`config.mk`:
```
export PLATFORM = sky130hd
export DESIGN_NAME = asw_ram
export DESIGN_NICKNAME = d
export VERILOG_FILES = /design/src/hw/rtl/asw_ram.sv
export SDC_FILE = /design/constraint.sdc
export NUM_CORES = 2
export LEC_CHECK = 0
export BUFFER_PORTS_ARGS = -buffer_cell sky130_fd_sc_hd__buf_2
export CORE_MARGIN = 8
export CORE_UTILIZATION = 41
export DETAILED_ROUTE_END_ITERATION = 8
export GPL_ROUTABILITY_DRIVEN = 0
export PLACE_DENSITY_LB_ADDON = 0.3
export SYNTH_ARGS = -nofsm -noshare
export SYNTH_HDL_FRONTEND = slang
export SYNTH_SLANG_ARGS = --single-unit
```
`constraint.sdc`:
```
create_clock -name clk -period 3.9 [get_ports clk]
set_clock_uncertainty 0.1 [all_clocks]
set_input_delay 0.585 -clock clk [delete_from_list [all_inputs] [get_ports clk]]
set_output_delay 0.585 -clock clk [all_outputs]
set_load 0.03 [all_outputs]
```
`src/hw/rtl/asw_ram.sv`:
```
`timescale 1ns / 1ps
// ----------------------------------------------------------------------------
// asw_ram
// generic single write port ram with registered read
// ----------------------------------------------------------------------------
module asw_ram #(
    parameter int WIDTH = 32,
    parameter int DEPTH = 64
) (
    input  logic                                    clk,
    input  logic                                    we,
    input  logic [((DEPTH > 1) ? $clog2(DEPTH) : 1)-1:0] waddr,
    input  logic [WIDTH-1:0]                        wdata,
    input  logic [((DEPTH > 1) ? $clog2(DEPTH) : 1)-1:0] raddr,
    output logic [WIDTH-1:0]                        rdata
);

    logic [WIDTH-1:0] mem_reg [DEPTH];
    logic [WIDTH-1:0] rdata_reg;

    always_ff @(posedge clk)
    begin
        if (we)
        begin
            mem_reg[waddr] <= wdata;
        end
        rdata_reg <= mem_reg[raddr];
    end

    assign rdata = rdata_reg;

endmodule

```
==> metrics <==
Post-synth EDFFs 2,048; Mapped Cells 3,324; hold_buf cts 0; crit-path cells buf_8 > buf_12 > buf_12 > nor2b_1 > a22oi_1 > and3_1 > o32ai_1 > nor3_1; post-synth cell types 34; total of buffers placed on input and output ports 77; maximum number of pins on one net before global-route repair 69; antenna violations before repair 22; hold violation count in the final report 0; Final Power 46,400 uW; mean number of vias per cell 5.88; total core area 0.190 mm^2; via count 37,400; share of cells above drive strength 1 31.5%; floorplan die area 0.206 mm^2; I/O pin total 78; Reg-to-Reg Start mem_reg[7][10]; cell area after synthesis 0.0785 mm^2; grt ovf 0; Routed WL per cell 32.7 um; main area contributors after synthesis sky130_fd_sc_hd__edfxtp_1 (78%), sky130_fd_sc_hd__mux4_2 (16%), sky130_fd_sc_hd__mux2i_1 (1.2%); top cell type's share of synthesized area 78.3%; detailed-route DRC error count 0; share of the synthesized area in compound gates (AO/OA/AOI/OAI) 1.67%; number of buffers between clock root and the deepest sink 3; run status finished clean; cell area after placement 0.0839 mm^2; Async S/R FF share, synth 0%; CTS HTree Levels 4; arrival time of the worst setup path 3660 ps; worst stage delay on the critical path 1080 ps; Tightest Pin Transition 1370 ps; Period minus WS final 3090 ps; LEAKAGE 0.0282 uW; Clk pin slew, worst setup/hold paths 60 ps; class of the tightest hold or removal check input pin to flip-flop; required time at the worst-slack endpoint 4470 ps; CTS tree built; RSZ-0062 raised after global routing no; stages on the worst setup path 8; global-route wire length before repair 292,000 um; worst setup path startpoint raddr[1]; number of warning messages in the yosys log 0; portion of the clock cycle consumed by the worst path in the final layout 79.3%; FP Rows 160; CP Capture Type flip-flop; PwrDens 513 mW/mm^2; Worst Reg-to-Reg Cells 4; Detail Placement HPWL 119,000 um; CTS Sinks 2,080; number of flip-flops under the largest register name 2,048; number of buffers created by CTS 198; most common cell type on the critical path sky130_fd_sc_hd__buf_12; cell type group with the largest total delay on the critical path compound AO/OA/AOI/OAI gates; cell at the root of the clock tree sky130_fd_sc_hd__clkbuf_16; clock insertion delay at the later pin of the skew report 850 ps; effective utilization at floorplan 41.3%; Hold Slack 189 ps; starting DRC count in detailed routing 4,865; post-cts gate resize count 0; peak supply drop 0.000403 V; path type of the worst setup path input pin to flip-flop; Vert. Die Dim 454 um; Max Cap Viol 0; most used flip-flop cell after synthesis sky130_fd_sc_hd__edfxtp_1; critical-path cell with the highest stage delay sky130_fd_sc_hd__o32ai_1; Non-Filler Cell Area, Final 0.0904 mm^2; Layout fillers 15,300; post-layout util 47.5%; max-slew headroom at the worst pin 8.51%; main combinational cell family by area after synthesis multiplexers; capture instance of the worst register-to-register path rdata[10]; type of element launching the critical path input pin; Post-Synth Simple-Gate Area 1.27%; Total Negative Setup Slacks 0 ps; crit path buf inv count 3; timing-limited maximum frequency 323 MHz; Reg2Reg Setup Slack 1230 ps; GRT Total Usage 20.0%; Net count, final 3,708; Pre-Repair DR Iteration Count 5; Synth Area in XOR/XNOR 0%; final antenna-violating net count 0; number of global-route vias before repair 38,200; Post-Synth Adder-Cell Area 0%; mux share of post-synthesis cell area 16.8%; Die X-Extent 454 um; Area Growth Syn to Fin 15.1%; Critical Path Sink rdata[8]; synthesized net count 3,370; #FFs+latches synth 2,080; crit path max fanout 36; total length of routed wires 208,000 um; mean cell area of the mapped netlist 23.6 um^2; cell type with the highest aggregate area in the netlist sky130_fd_sc_hd__edfxtp_1; final-report setup violation count 0; Final Max Slew Viols 0; fraction of the yosys area taken by sequential cells 79.1%; post-CTS repair timing setup buffer count 0
## per-stage QoR
| step | setup slack (ps) | instances |
|---|---|---|
| 6_report | 806 | 6356 |
| 5_1_grt | 683 | 6343 |
| 4_1_cts | 880 | 6341 |
| 3_5_place_dp | -25.6 | 5973 |
| 3_3_place_gp | -15.8 | 5973 |
| 2_1_floorplan | 55.2 | 3324 |
## metal layers
| metal | global-route usage (%) | share of wire (%) |
|---|---|---|
| met1 | 27.3 | 40 |
| met4 | 5.32 | 2.6 |
| met2 | 33.3 | 49 |
| met5 | 0 | 0.013 |
| met3 | 3.93 | 8.2 |
## kinds of logic after synthesis
logic type             after synthesis
AOI/OAI and AO/OA                  202
buffers and inverters              182
DFF                               2080
muxes                              637
and+or+nand+nor                    223
## cells in the final DEF, fill, tap and decap left out, types with 16 or more instances in the layout
cell type,instances
sky130_fd_sc_hd__mux2i_1,93
sky130_fd_sc_hd__nor2_1,75
sky130_fd_sc_hd__buf_12,34
sky130_fd_sc_hd__clkinv_1,47
sky130_fd_sc_hd__clkinv_2,27
sky130_fd_sc_hd__buf_2,73
sky130_fd_sc_hd__clkbuf_8,16
sky130_fd_sc_hd__o221ai_1,27
sky130_fd_sc_hd__o22ai_1,84
sky130_fd_sc_hd__a21oi_1,62
sky130_fd_sc_hd__edfxtp_1,2048
sky130_fd_sc_hd__clkbuf_1,47
sky130_fd_sc_hd__nor2_4,62
sky130_fd_sc_hd__nand2_1,26
sky130_fd_sc_hd__clkbuf_16,200
sky130_fd_sc_hd__mux4_2,544
sky130_fd_sc_hd__buf_4,209
sky130_fd_sc_hd__dfxtp_1,32
## synthesized netlist by cell type (25+ instances only)
library cell,n
sky130_fd_sc_hd__o221ai_1,27
sky130_fd_sc_hd__buf_2,57
sky130_fd_sc_hd__buf_4,25
sky130_fd_sc_hd__mux2i_1,93
sky130_fd_sc_hd__nor2_1,137
sky130_fd_sc_hd__a21oi_1,62
sky130_fd_sc_hd__dfxtp_1,32
sky130_fd_sc_hd__mux4_2,544
sky130_fd_sc_hd__o22ai_1,84
sky130_fd_sc_hd__clkbuf_1,74
sky130_fd_sc_hd__edfxtp_1,2048
sky130_fd_sc_hd__nand2_1,26
## layout make-up
cell class	instances	area [um^2]	area share, %
Antenna cell	15	37.5	0.0415
Multi-Input combinational cell	1062	16000	17.7
Timing Repair Buffer	320	2670	2.96
Sequential cell	2080	62100	68.8
Clock buffer	263	5400	5.98
Tap cell	2511	3140	3.48
Clock inverter	105	995	1.10
## power breakdown
group          leakage, uW  total (uW)  switching [uW]  internal (uW)
clock network      0.00313       19000            8260          10700
logic              0.00634        2530            1620            912
registers           0.0187       24900             102          24700
total               0.0282       46400            9980          36400
## worst min path at each step
stage / startpoint / to / depth (start not counted) / slack (ps)
global placement: mem_reg[29][8] / rdata[8] / 5 / 770
CTS: raddr[4] / rdata[1] / 3 / 110
global route: raddr[4] / rdata[1] / 3 / 130
detailed placement: mem_reg[28][8] / rdata[8] / 5 / 750
finish: wdata[3] / mem_reg[60][3] / 1 / 190
floorplan: mem_reg[12][17] / rdata[17] / 4 / 560
Power figures use the tool's default switching activity.
