## src/hw/rtl/asw_pkg.sv

```systemverilog
`timescale 1ns / 1ps
// ----------------------------------------------------------------------------
// asw_pkg
// shared types and constants for the age-structured sir week stepper
// ----------------------------------------------------------------------------
package asw_pkg;

    localparam int MUL_W  = 64;
    localparam int PROD_W = 128;
    localparam int CFG_IDX_W = 4;

    localparam logic [30:0] Q30_ONE       = 31'h4000_0000;
    localparam logic [31:0] SAT32         = 32'hFFFF_FFFF;
    localparam logic [40:0] MOVE_CAP      = 41'h100_0000_0000;
    localparam logic [2:0]  DAYS_PER_WEEK = 3'd7;

    typedef enum logic [1:0] {
        MODE_LOAD_CONTACT = 2'd0,
        MODE_LOAD_VACC    = 2'd1,
        MODE_START_SEASON = 2'd2,
        MODE_ADVANCE_WEEK = 2'd3
    } mode_t;

    typedef enum logic [CFG_IDX_W-1:0] {
        REG_R0        = 4'd0,
        REG_RECOVERY  = 4'd1,
        REG_VE_INF    = 4'd2,
        REG_VE_SPREAD = 4'd3,
        REG_VE_ILL    = 4'd4,
        REG_PULSE_DAY = 4'd5,
        REG_INIT_S    = 4'd6,
        REG_INIT_I    = 4'd7
    } cfg_index_t;

    typedef struct packed {
        logic             start;
        logic [MUL_W-1:0] a;
        logic [MUL_W-1:0] b;
    } mul_req_t;

    typedef struct packed {
        logic              done;
        logic [PROD_W-1:0] prod;
    } mul_rsp_t;

endpackage

```

## src/hw/rtl/asw_mul.sv

```systemverilog
`timescale 1ns / 1ps
// ----------------------------------------------------------------------------
// asw_mul
// shared 64x64 multiplier built from 32x32 partial products, one per step
// ----------------------------------------------------------------------------
module asw_mul
    import asw_pkg::*;
(
    input  logic     clk,
    input  logic     rst_n,
    input  mul_req_t req,
    output mul_rsp_t rsp
);

    typedef enum logic [2:0] {
        M_IDLE = 3'b001,
        M_MUL  = 3'b010,
        M_ACC  = 3'b100
    } mstate_t;

    mstate_t           state_reg, state_next;
    logic [MUL_W-1:0]  a_reg, b_reg;
    logic [PROD_W-1:0] acc_reg;
    logic [63:0]       pp_reg;
    logic [3:0]        mask_reg;
    logic [1:0]        k_reg;
    logic              done_reg;
    logic [3:0]        need;
    logic [1:0]        k_low;
    logic [3:0]        mask_left;
    logic [31:0]       a_half, b_half;
    logic [PROD_W-1:0] pp_shifted;

    // partial k: bit 0 selects the upper half of b, bit 1 the upper half of a
    always_comb
    begin
        need[0] = (|req.a[31:0])  && (|req.b[31:0]);
        need[1] = (|req.a[31:0])  && (|req.b[63:32]);
        need[2] = (|req.a[63:32]) && (|req.b[31:0]);
        need[3] = (|req.a[63:32]) && (|req.b[63:32]);
    end

    always_comb
    begin
        if (mask_reg[0])
            k_low = 2'd0;
        else if (mask_reg[1])
            k_low = 2'd1;
        else if (mask_reg[2])
            k_low = 2'd2;
        else
            k_low = 2'd3;
    end

    assign a_half = k_low[1] ? a_reg[63:32] : a_reg[31:0];
    assign b_half = k_low[0] ? b_reg[63:32] : b_reg[31:0];

    always_comb
    begin
        mask_left = mask_reg;
        mask_left[k_reg] = 1'b0;
    end

    always_comb
    begin
        case (k_reg)
            2'd0:    pp_shifted = PROD_W'(pp_reg);
            2'd3:    pp_shifted = PROD_W'(pp_reg) << 64;
            default: pp_shifted = PROD_W'(pp_reg) << 32;
        endcase
    end

    always_comb
    begin
        state_next = state_reg;
        case (state_reg)
            M_IDLE:
            begin
                if (req.start && (|need))
                    state_next = M_MUL;
            end
            M_MUL:   state_next = M_ACC;
            M_ACC:   state_next = (|mask_left) ? M_MUL : M_IDLE;
            default: state_next = M_IDLE;
        endcase
    end

    always_ff @(posedge clk or negedge rst_n)
    begin
        if (!rst_n)
        begin
            state_reg <= M_IDLE;
            done_reg  <= 1'b0;
            mask_reg  <= 4'd0;
        end
        else
        begin
            state_reg <= state_next;
            done_reg  <= 1'b0;
            case (state_reg)
                M_IDLE:
                begin
                    if (req.start)
                    begin
                        mask_reg <= need;
                        done_reg <= ~(|need);
                    end
                end
                M_ACC:
                begin
                    mask_reg <= mask_left;
                    done_reg <= ~(|mask_left);
                end
                default: ;
            endcase
        end
    end

    always_ff @(posedge clk)
    begin
        case (state_reg)
            M_IDLE:
            begin
                if (req.start)
                begin
                    a_reg   <= req.a;
                    b_reg   <= req.b;
                    acc_reg <= '0;
                end
            end
            M_MUL:
            begin
                pp_reg <= a_half * b_half;
                k_reg  <= k_low;
            end
            M_ACC:   acc_reg <= acc_reg + pp_shifted;
            default: ;
        endcase
    end

    assign rsp.done = done_reg;
    assign rsp.prod = acc_reg;

endmodule

```

## config.mk

```make
export PLATFORM = sky130hd
export DESIGN_NAME = asw_mul
export DESIGN_NICKNAME = d
export VERILOG_FILES = /design/src/hw/rtl/asw_pkg.sv /design/src/hw/rtl/asw_mul.sv
export SDC_FILE = /design/constraint.sdc
export NUM_CORES = 2
export LEC_CHECK = 0
export BUFFER_PORTS_ARGS = -buffer_cell sky130_fd_sc_hd__buf_2
export CELL_PAD_IN_SITES_DETAIL_PLACEMENT = 0
export CELL_PAD_IN_SITES_GLOBAL_PLACEMENT = 1
export CORE_AREA = 2 2 395 397
export DETAILED_ROUTE_END_ITERATION = 8
export DIE_AREA = 0 0 397 399
export GPL_TIMING_DRIVEN = 0
export PLACE_DENSITY_LB_ADDON = 0.1
export SYNTH_ARGS = -nofsm -noshare
export SYNTH_HDL_FRONTEND = slang
export SYNTH_SLANG_ARGS = --single-unit
```

## constraint.sdc

```tcl
create_clock -name clk -period 28.1 [get_ports clk]
set_clock_uncertainty 0.1 [all_clocks]
set_input_delay 1.405 -clock clk [delete_from_list [all_inputs] [get_ports clk]]
set_output_delay 1.405 -clock clk [all_outputs]
set_load 0.01 [all_outputs]
```

==> key figures <==
Outcome
  • Status: complete, but fails checks
  • Failing checks: capacitance limit, slew limit

STA
  • Post-route minimum period: between 10 and 15 ns
  • Slew Limit Fails: 33
  • Slew @ Worst Pin: 1.57 ns
  • Final setup violating endpoints: 0
  • Total negative slack for setup checks: 0 ns
  • Fin. Hold Viols: 0
  • Rel. slew slack: -0.0495
  • Max Fclk: around 76 MHz
  • Tcrit/Tclk final: 0.470
  • RSZ-0062 raised after global routing: no

Clock network
  • Longest Clk Path Bufs: 3
  • Root buf cell: clkbuf_16
  • Htree depth: 2
  • CTS resizes: 0
  • Clock-pin slew on the worst setup and hold paths: 0.06 ns
  • CTS Hold Buffers Added: 0
  • Clk_lat worst skew: 0.64 ns
  • Cts bufs inserted: between 40 and 50
  • CTS tree: built
  • Postcts setup bufs: 0
  • Sink Count: between 300 and 400

Routing
  • Via density: between 5 and 6
  • Initial DRC count: 3,779
  • DRT Pass-1 Iters: 6
  • Routed via count: approximately 44,000
  • Average wire per standard cell: 29.7 um
  • Post-route ant nets: 0
  • Final WL: between 200 and 250 mm
  • DRC Markers: 0

Hold path
  • Hold crit path type: flip-flop to flip-flop

Logic synthesis
  • Number of synthesized flops with an enable pin: approximately 320
  • Synthesized Nets: between 7,000 and 8,000
  • Yosys warns: 0
  • Mapped Cells: ~6,000
  • Asr flop ratio synth: 0.0242
  • Seq/Total Area, Yosys: 0.184
  • Ys flop type: edfxtp_1
  • Yosys cell types: 96
  • Synthesized flop and latch total: 330
  • Syn Std Cell Area: between 50,000 and 60,000 um2
  • Syn_area_per_cell: slightly above 9 um2

Worst setup path
  • Max stage delay on crit path: about 1.3 ns
  • CP most frequent cell: fa_1
  • Crit path max fanout: 10
  • Worst r2r dst: pp_reg[63]
  • Reg2Reg Depth: 32
  • Arrival time worst endpoint: 13.44 ns
  • Worst setup startpoint: mask_reg[1]
  • Critical Path Sink Type: flip-flop
  • FF-to-FF Start: mask_reg[1]
  • Slowest CP cell: mux2i_1
  • Startpoint Class: flip-flop
  • Internal reg-to-reg setup slack: about 15 ns
  • CP Class: flip-flop to flip-flop
  • CP endpoint: pp_reg[63]
  • WP data required: around 28 ns

Die
  • Die Height: 399 um
  • Site Rows: between 100 and 150
  • Die width: around 400 um
  • I/O pin count: 260
  • Total core area: 154,000 um2
  • Initial Utilization: 0.350
  • Full die area: approximately 160,000 um2

Place
  • Input/output buffers: about 260
  • Dpl hpwl: a little over 200 mm
  • Placer Congestion: between 0.9 and 1

Finish
  • Fillers: ~16,000
  • Ratio of cells with drive above 1 in the final layout: 0.0861
  • Layout overhead on the synthesized area: 11.1%
  • Layout Nets: 7,601
  • Max reg flops: approximately 130

Global routing
  • Initial antenna violation count: 9
  • Congestion Overflow GR: 0
  • Pin count of the biggest net entering global routing: 84
  • Vias in the first global route: between 40,000 and 50,000
  • Total track usage: 0.310
  • First-pass GRT wire length: 345 mm

Job
  • Max_cap viols: 5
-- how the worst min path moves through the flow --
stage	slack, ns	endpoint	cells past startpoint	start
2_1_floorplan	0.37	state_reg[1]	1	state_reg[1]
3_3_place_gp	0.41	state_reg[1]	1	state_reg[1]
5_1_grt	0.49	state_reg[1]	1	state_reg[1]
6_report	0.44	state_reg[1]	1	state_reg[1]
3_5_place_dp	0.43	state_reg[1]	1	state_reg[1]
4_1_cts	0.44	state_reg[1]	1	state_reg[1]
-- cells by family after synthesis --
logic type | share of synthesized area
AOI/OAI and AO/OA | 0.102
xor gates and xnor gates | 0.0269
adders and majority gates | 0.426
buffers and inverters | 0.0875
DFF | 0.184
muxes | 0.0259
and+or+nand+nor | 0.148
-- cell usage in the layout, fill, tap and decap left out, types with 80 or more instances in the layout --
master,synthesis,final
inv_1,965,963
fa_1,897,897
nor2_1,855,855
nand2_1,590,590
ha_1,394,394
edfxtp_1,322,322
buf_2,20,279
a21oi_1,267,267
clkbuf_1,239,241
o21ai_0,128,127
a21o_1,109,109
xnor2_1,103,103
nand4_1,92,92
and2_1,80,80
-- worst max-delay path: cells and delay by family, from the launching register on --
family / cells / cell delay [ns]
adder cells (fa/ha/maj): 9 / 4.47
AO/OA/AOI/OAI: 11 / 3.23
buffers and inverters: 9 / 3.17
multiplexers: 1 / 1.25
flip-flops: 1 / 0.36
AND/OR/NAND/NOR: 1 / 0.18
XOR/XNOR: 1 / 0.12
-- cell usage after synthesis (67+ instances only) --
library cell	instances	area, um2
and2_1	80	500
xnor2_1	103	902
inv_1	965	3620
nor2_1	855	3210
nand2_1	590	2210
edfxtp_1	322	9670
fa_1	897	18000
mux2i_1	67	671
ha_1	394	4930
nand4_1	92	576
o21ai_0	128	641
clkbuf_1	239	897
a21oi_1	267	1340
a21o_1	109	818
-- metal layers --
metal	vias up	global-route usage	share of wire	wire length, um
met2	1805	0.502	0.46	112000
met1	22500	0.405	0.42	103000
met4	8	0.138	0.053	13000
met5	-	0	0.00022	55
met3	423	0.0560	0.071	17500
li1	19500	-	-	-
-- area by class of cell --
cell class                 instances  area (um2)  share of cell area
multi-input combinational       4267       39400               0.660
tap                             2044        2560              0.0428
clock inverter                    32         329             0.00551
antenna                            2        5.00           0.0000838
sequential                       330        9870               0.165
inverter                         965        3630              0.0608
timing repair buffer             292        1770              0.0296
buffer                           280        1080              0.0181
clock buffer                      45        1080              0.0181
-- per-stage QoR --
step	cell area, um2	hold slack (ns)	util	setup WS, ns	cells
CTS	59700	0.441	0.388	15.09	8255
finish	59700	0.439	0.388	14.91	8257
detailed placement	58300	0.433	0.379	15.12	8178
global route	59700	0.494	0.388	14.70	8255
global placement	57600	0.411	0.375	14.78	8145
floorplan	53700	0.374	-	19.19	5842
Power is left out: the tool's default activity adds up to more than one toggle a clock period on the data nets, which glitch-free logic cannot reach.
